$ cat config.mk
export PLATFORM = sky130hd
export DESIGN_NAME = insertion_sorter_flat
export DESIGN_NICKNAME = d
export VERILOG_FILES = /design/src/design/isrt_pkg.sv /design/src/design/isrt_if.sv /design/src/design/isrt_cell.sv /design/src/design/insertion_sorter.sv /design/src/flat_wrapper.sv
export SDC_FILE = /design/constraint.sdc
export NUM_CORES = 2
export LEC_CHECK = 0
export ABC_CLOCK_PERIOD_IN_PS = 11900
export BUFFER_PORTS_ARGS = -buffer_cell sky130_fd_sc_hd__buf_2
export CORE_ASPECT_RATIO = 2
export CORE_MARGIN = 8
export CORE_UTILIZATION = 40
export DETAILED_ROUTE_END_ITERATION = 10
export GPL_TIMING_DRIVEN = 0
export HOLD_SLACK_MARGIN = 0.03
export PLACE_DENSITY = 0.52
export SLEW_MARGIN = 25
export SYNTH_ARGS = -nofsm -noshare
export SYNTH_HDL_FRONTEND = slang
export SYNTH_HIERARCHICAL = 1
export SYNTH_SLANG_ARGS = --single-unit
$ cat constraint.sdc
create_clock -name clock -period 11.9 [get_ports clock]
set_input_delay 1.19 -clock clock [delete_from_list [all_inputs] [get_ports clock]]
set_output_delay 1.19 -clock clock [all_outputs]
set_load 0.03 [all_outputs]
$ cat src/design/isrt_pkg.sv
`timescale 1ns / 1ps

package isrt_pkg;

   // Store depth and the width at which values are compared and kept.
   localparam int MAX_ITEMS   = 16;
   localparam int VALUE_WIDTH = 32;

   // Width of the value fields on the channels.
   localparam int FIELD_WIDTH = 32;

   // Fill counter must be able to hold MAX_ITEMS itself.
   localparam int COUNT_WIDTH = $clog2(MAX_ITEMS + 1);

   typedef logic signed [VALUE_WIDTH-1:0] value_type;
   typedef logic signed [FIELD_WIDTH-1:0] field_type;
   typedef logic [COUNT_WIDTH-1:0]        count_type;

   // Per-cycle command broadcast to every cell of the chain.
   typedef struct packed {
      logic insert;  // place the key at its sorted position
      logic drain;   // shift every cell one place toward the output
   } cell_ctrl_type;

   typedef enum logic {
      ST_FILL,
      ST_DRAIN
   } state_type;

   // Channel value to stored value: low VALUE_WIDTH bits, sign extended if wider.
   function automatic value_type to_value(field_type v);
      return value_type'(v);
   endfunction

   // Stored value to channel value: truncated or sign extended to the field.
   function automatic field_type to_field(value_type v);
      return field_type'(v);
   endfunction

endpackage

$ cat src/design/isrt_if.sv
`timescale 1ns / 1ps

// Input channel: one value to sort per word.
interface isrt_req_if;
   import isrt_pkg::*;

   logic      valid;
   logic      ready;
   field_type value;
   logic      is_last;

   modport source (output valid, output value, output is_last, input ready);
   modport sink (input valid, input value, input is_last, output ready);
endinterface

// Result channel: sorted values, one per word.
interface isrt_rsp_if;
   import isrt_pkg::*;

   logic      valid;
   logic      ready;
   field_type sorted_value;
   logic      end_of_set;
   logic      overflow;

   modport source (output valid, output sorted_value, output end_of_set, output overflow,
                   input ready);
   modport sink (input valid, input sorted_value, input end_of_set, input overflow,
                 output ready);
endinterface

$ cat src/design/isrt_cell.sv
`timescale 1ns / 1ps

module isrt_cell import isrt_pkg::*; (
   input  logic          clock,
   input  logic          reset,
   input  cell_ctrl_type ctrl,
   input  value_type     key,
   input  value_type     prev_value,
   input  logic          prev_valid,
   input  logic          prev_open,
   input  value_type     next_value,
   input  logic          next_valid,
   output value_type     value,
   output logic          valid,
   output logic          open
);

   value_type value_ff, value_in;
   logic      valid_ff, valid_in;

   // The key belongs here or further left when this cell is empty or holds a
   // strictly greater value; equal values keep arrival order.
   assign open = !valid_ff || (value_ff > key);

   // Insertion: cells past the insert point take their left neighbor, the
   // insert point takes the key. Drain: every cell takes its right neighbor.
   always_comb begin
      value_in = value_ff;
      valid_in = valid_ff;
      if (ctrl.drain) begin
         value_in = next_value;
         valid_in = next_valid;
      end else if (ctrl.insert) begin
         if (prev_open) begin
            value_in = prev_value;
            valid_in = prev_valid;
         end else if (open) begin
            value_in = key;
            valid_in = 1'b1;
         end
      end
   end

   always_ff @(posedge clock) begin
      if (reset) begin
         valid_ff <= 1'b0;
      end else begin
         valid_ff <= valid_in;
      end
   end

   always_ff @(posedge clock) begin
      value_ff <= value_in;
   end

   assign value = value_ff;
   assign valid = valid_ff;

endmodule

$ cat src/design/insertion_sorter.sv
`timescale 1ns / 1ps

// Insertion sorter. Signed values arrive one per word on req and are placed
// at once into an ascending chain of MAX_ITEMS cells; every cell compares the
// new value with its own and shifts right in the same cycle, so a word that
// does not close the set is taken every cycle. The word marked is_last is
// inserted too, then the chain shifts its contents toward rsp one value per
// cycle unless rsp stalls, smallest first, end_of_set on the final word.
// A closing word therefore holds req off until all n stored values, n being
// the stored count, have been drained. Equal values leave in arrival order.
// Words arriving while the chain is full are dropped and every result of
// that set carries overflow. The chain is empty again after the last result.
module insertion_sorter import isrt_pkg::*; (
   input logic      clock,
   input logic      reset,
   isrt_req_if.sink req,
   isrt_rsp_if.source rsp
);

   state_type     state_ff, state_in;
   count_type     count_ff, count_in;
   logic          dropped_ff, dropped_in;
   logic          rsp_valid_ff, rsp_valid_in;
   field_type     rsp_value_ff, rsp_value_in;
   logic          rsp_end_ff, rsp_end_in;
   logic          rsp_ovf_ff, rsp_ovf_in;

   logic          req_take;
   logic          full;
   logic          drain_go;
   cell_ctrl_type ctrl;
   value_type     key;

   value_type     cell_value [MAX_ITEMS];
   logic          cell_valid [MAX_ITEMS];
   logic          cell_open  [MAX_ITEMS];

   assign key      = to_value(req.value);
   assign full     = (count_ff == count_type'(MAX_ITEMS));
   assign req_take = req.valid && req.ready;

   // Next state.
   always_comb begin
      state_in = state_ff;
      case (state_ff)
         ST_FILL: begin
            if (req_take && req.is_last) begin
               state_in = ST_DRAIN;
            end
         end
         ST_DRAIN: begin
            if (drain_go && (count_ff == count_type'(1))) begin
               state_in = ST_FILL;
            end
         end
         default: state_in = ST_FILL;
      endcase
   end

   // State outputs.
   always_comb begin
      req.ready   = 1'b0;
      drain_go    = 1'b0;
      ctrl.insert = 1'b0;
      ctrl.drain  = 1'b0;
      case (state_ff)
         ST_FILL: begin
            req.ready   = 1'b1;
            ctrl.insert = req.valid && !full;
         end
         ST_DRAIN: begin
            drain_go   = !rsp_valid_ff || rsp.ready;
            ctrl.drain = drain_go;
         end
         default: begin
            req.ready = 1'b0;
         end
      endcase
   end

   // Fill count and the dropped mark for the current set.
   always_comb begin
      count_in   = count_ff;
      dropped_in = dropped_ff;
      if (req_take) begin
         if (full) begin
            dropped_in = 1'b1;
         end else begin
            count_in = count_ff + count_type'(1);
         end
      end else if (drain_go) begin
         count_in = count_ff - count_type'(1);
         if (count_ff == count_type'(1)) begin
            dropped_in = 1'b0;
         end
      end
   end

   // Output register: loaded from the head cell while draining.
   always_comb begin
      rsp_valid_in = rsp_valid_ff;
      rsp_value_in = rsp_value_ff;
      rsp_end_in   = rsp_end_ff;
      rsp_ovf_in   = rsp_ovf_ff;
      if (drain_go) begin
         rsp_valid_in = 1'b1;
         rsp_value_in = to_field(cell_value[0]);
         rsp_end_in   = (count_ff == count_type'(1));
         rsp_ovf_in   = dropped_ff;
      end else if (rsp.ready) begin
         rsp_valid_in = 1'b0;
      end
   end

   always_ff @(posedge clock) begin
      if (reset) begin
         state_ff     <= ST_FILL;
         count_ff     <= '0;
         dropped_ff   <= 1'b0;
         rsp_valid_ff <= 1'b0;
      end else begin
         state_ff     <= state_in;
         count_ff     <= count_in;
         dropped_ff   <= dropped_in;
         rsp_valid_ff <= rsp_valid_in;
      end
   end

   always_ff @(posedge clock) begin
      rsp_value_ff <= rsp_value_in;
      rsp_end_ff   <= rsp_end_in;
      rsp_ovf_ff   <= rsp_ovf_in;
   end

   assign rsp.valid        = rsp_valid_ff;
   assign rsp.sorted_value = rsp_value_ff;
   assign rsp.end_of_set   = rsp_end_ff;
   assign rsp.overflow     = rsp_ovf_ff;

   // The sorting chain; cell 0 holds the smallest value.
   for (genvar i = 0; i < MAX_ITEMS; i++) begin : g_cell
      value_type prev_value;
      logic      prev_valid;
      logic      prev_open;
      value_type next_value;
      logic      next_valid;

      if (i == 0) begin : g_head
         assign prev_value = key;
         assign prev_valid = 1'b0;
         assign prev_open  = 1'b0;
      end else begin : g_body
         assign prev_value = cell_value[i-1];
         assign prev_valid = cell_valid[i-1];
         assign prev_open  = cell_open[i-1];
      end

      if (i == MAX_ITEMS - 1) begin : g_tail
         assign next_value = cell_value[i];
         assign next_valid = 1'b0;
      end else begin : g_inner
         assign next_value = cell_value[i+1];
         assign next_valid = cell_valid[i+1];
      end

      isrt_cell u_cell (
         .clock      (clock),
         .reset      (reset),
         .ctrl       (ctrl),
         .key        (key),
         .prev_value (prev_value),
         .prev_valid (prev_valid),
         .prev_open  (prev_open),
         .next_value (next_value),
         .next_valid (next_valid),
         .value      (cell_value[i]),
         .valid      (cell_valid[i]),
         .open       (cell_open[i])
      );
   end

   // The fill count never exceeds the chain length.
   assert property (@(posedge clock) disable iff (reset)
      count_ff <= count_type'(MAX_ITEMS))
      else $error("fill count beyond chain length");

   // The head cell is occupied exactly when the count is nonzero.
   assert property (@(posedge clock) disable iff (reset)
      cell_valid[0] == (count_ff != '0))
      else $error("head cell occupancy disagrees with fill count");

   // A word can only have been dropped while the chain is full; the mark then
   // stays with the set until its last result has been loaded.
   assert property (@(posedge clock) disable iff (reset)
      dropped_ff |-> (full || (state_ff == ST_DRAIN)))
      else $error("dropped mark set while chain not full");

   // Loading the final result of a set leaves the chain empty.
   assert property (@(posedge clock) disable iff (reset)
      (drain_go && (count_ff == count_type'(1))) |=>
         (!cell_valid[0] && (state_ff == ST_FILL) && rsp.end_of_set))
      else $error("chain not empty after the final result");

endmodule

$ cat src/flat_wrapper.sv
// flat-port wrapper written by rule: the top's interface ports become plain ports
module insertion_sorter_flat import isrt_pkg::*;
  (clock, reset, req_valid, req_value, req_is_last, req_ready, rsp_valid, rsp_sorted_value, rsp_end_of_set, rsp_overflow, rsp_ready);
  isrt_req_if req_i ();
  isrt_rsp_if rsp_i ();
  input logic clock;
  input logic reset;
  input wire logic [$bits(req_i.valid)-1:0] req_valid;
  input wire logic [$bits(req_i.value)-1:0] req_value;
  input wire logic [$bits(req_i.is_last)-1:0] req_is_last;
  output wire logic [$bits(req_i.ready)-1:0] req_ready;
  output wire logic [$bits(rsp_i.valid)-1:0] rsp_valid;
  output wire logic [$bits(rsp_i.sorted_value)-1:0] rsp_sorted_value;
  output wire logic [$bits(rsp_i.end_of_set)-1:0] rsp_end_of_set;
  output wire logic [$bits(rsp_i.overflow)-1:0] rsp_overflow;
  input wire logic [$bits(rsp_i.ready)-1:0] rsp_ready;
  assign req_i.valid = req_valid;
  assign req_i.value = req_value;
  assign req_i.is_last = req_is_last;
  assign req_ready = req_i.ready;
  assign rsp_valid = rsp_i.valid;
  assign rsp_sorted_value = rsp_i.sorted_value;
  assign rsp_end_of_set = rsp_i.end_of_set;
  assign rsp_overflow = rsp_i.overflow;
  assign rsp_i.ready = rsp_ready;
  insertion_sorter u_core (.clock(clock), .reset(reset), .req(req_i), .rsp(rsp_i));
endmodule
==> flow_summary.toml <==
[logic_synthesis]
syn_inst = 4358
syn_avg_cell_area_um2 = 9.53
synthesis.area_um2 = 41600
synth_warnings = 6

[power_and_ir_drop]
p_leak_nw = 21.7
power_density_nw_per_um2 = 176
vdd_drop_max_uv = 120

[finish]
fin_nets = 5064
final_common_cell = "nand2_1"
regArea_um2 = 16900
mostFrequentLayoutCells = "624 x nand2_1, 546 x edfxtp_1, 531 x inv_1, 529 x o21ai_0, 515 x ha_1"
final_layout_size_suffix_gt1_frac = 0.0655
fill_cells = 10291
area_delta_synth_final_pct = 11.5
multi_input_area_um2 = 22200

[routing]
wirelength_um = 124000
drc = 0
vias = 31931
via_per_inst = 5.40
firstDrtPassIters = 5
antenna_left = 0
wl_per_cell_um = 21.0
first_iter_violations = 1365

[timing]
min_period_ps = 5260
fin_skew_ps = 20.7
setup_viol = 0
hold_violations = 0
post-route-period-util = 0.442
rsz0062_at_grt = "no"
max_slew.worst_pin.slew_ps = 1090
slew_viol_final = 0
finalWorstSetupSlack_ps = 6640
slew_headroom = 0.264
fmax_mhz = 190
tns_ps = 0

[worst_setup_path]
path_class = "in -> reg"
crit_path_cell_trace = "buf_2 -> inv_1 -> ha_1 -> nand4_1 -> nor4_1 -> o31a_1 -> nor3_1 -> o21ai_1 -> clkbuf_1 -> nor2_1 -> and2_1 -> a21oi_4 -> buf_16"
cp_slowest_cell = "nor4_1"
cp-end-kind = "register"
start_kind = "input port"
path_delay_family = "simple AND/OR/NAND/NOR gates"
required_ps = 12280
path_max_fanout = 33
slowest_delay_ps = 970
cp_num_buf_inv = 4
arrival_ps = 5640

[cts]
clockRootBuffer = "clkbuf_16"
cts_resized = 0
cts_tree = "done"
clk_latency_ps = 680
cts-buffers-inserted = 60
holdBufCountCts = 0
cts_max_path_buffers = 3
post-cts-setup-buffers = 0
clock-sinks = 570
htreeDepth = 2
path_clk_slew_ps = 60

[grt]
grt_pass1_vias = 33756
grt_pass1_wl_um = 187000
gr-total-overflow = 0
grt_start_max_net_pins = 50
track_usage = 0.210
antenna_found_initial = 1

[placed_design]
hpwl_um = 103000
port-buffer-count = 72
post-place-ws_ps = 5880
gp_congestion = 0.811

[job]
drv_cap = 0

[die]
start_util = 0.403
core_um2 = 103000
die_w_um = 244
dieArea_um2 = 115000
die_h_um = 472
ios = 73
num_rows = 167

[hold_path]
hp-class = "reg -> reg"

[status]
outcome = "complete, no violations"
## cell type report
| type | count | area share |
|---|---|---|
| Multi-Input combinational cell | 3081 | 0.479 |
| Buffer | 178 | 0.0157 |
| Clock inverter | 16 | 0.00400 |
| Clock buffer | 97 | 0.0385 |
| Tap cell | 1352 | 0.0365 |
| Sequential cell | 570 | 0.364 |
| Antenna cell | 1 | 0.0000540 |
| Timing Repair Buffer | 90 | 0.0185 |
| Inverter | 531 | 0.0430 |
## per-layer routing
metal  share of wire  GRT usage
met1            0.30      0.166
met2            0.60      0.455
met3           0.021     0.0178
met4           0.078      0.144
met5               0          0
## worst register-to-register path: stages (launching register included)
cell      delay (ps)
edfxtp_1         420
ha_1             340
nand4_1          260
nor4_1           970
o31a_1           380
nor3_1            80
o21ai_1          150
clkbuf_1         500
nor2_1           140
and2_1           210
a21oi_4          570
buf_16           240
## power breakdown
group          total, mW  leakage [nW]  internal, mW  switching (mW)
clock network       1.96         0.960          1.10           0.859
registers           3.42          5.57          2.98           0.443
logic               2.77          15.2          1.08            1.69
## flip-flops by register name, summed over array words and instances (netlist names)
name and flops:
u_core/count_ff 5, u_core/dropped_ff 1, u_core/g_cell.u_cell/valid 16, u_core/g_cell.u_cell/value 512, u_core/rsp.end_of_set 1, u_core/rsp.overflow 1, u_core/rsp.sorted_value 32, u_core/rsp.valid 1
u_core/state_ff 1
## stage by stage
stage | area (um^2) | utilization | power [mW] | cells | hold slack (ps)
6_report | 46300 | 0.449 | 8.15 | 5916 | 455
5_1_grt | 46300 | 0.449 | 8.68 | 5916 | 465
4_1_cts | 46300 | 0.449 | 8.25 | 5915 | 451
3_5_place_dp | 44300 | 0.430 | 6.25 | 5802 | 435
3_3_place_gp | 43600 | 0.422 | 6.10 | 5784 | 425
2_1_floorplan | 41600 | - | 5.18 | 4360 | 409
## path summary, 6_finish.rpt
check	from	slack, ps	end	cells past startpoint
max	req_value[27]	6640	u_core/g_cell[4].u_cell/value[5]	13
min	u_core/dropped_ff	450	u_core/rsp.overflow	0
max reg2reg	u_core/g_cell[3].u_cell/value[27]	7360	u_core/g_cell[4].u_cell/value[5]	11
min reg2reg	u_core/dropped_ff	450	u_core/rsp.overflow	0
Note: power is estimated with default switching activity, not from simulation.
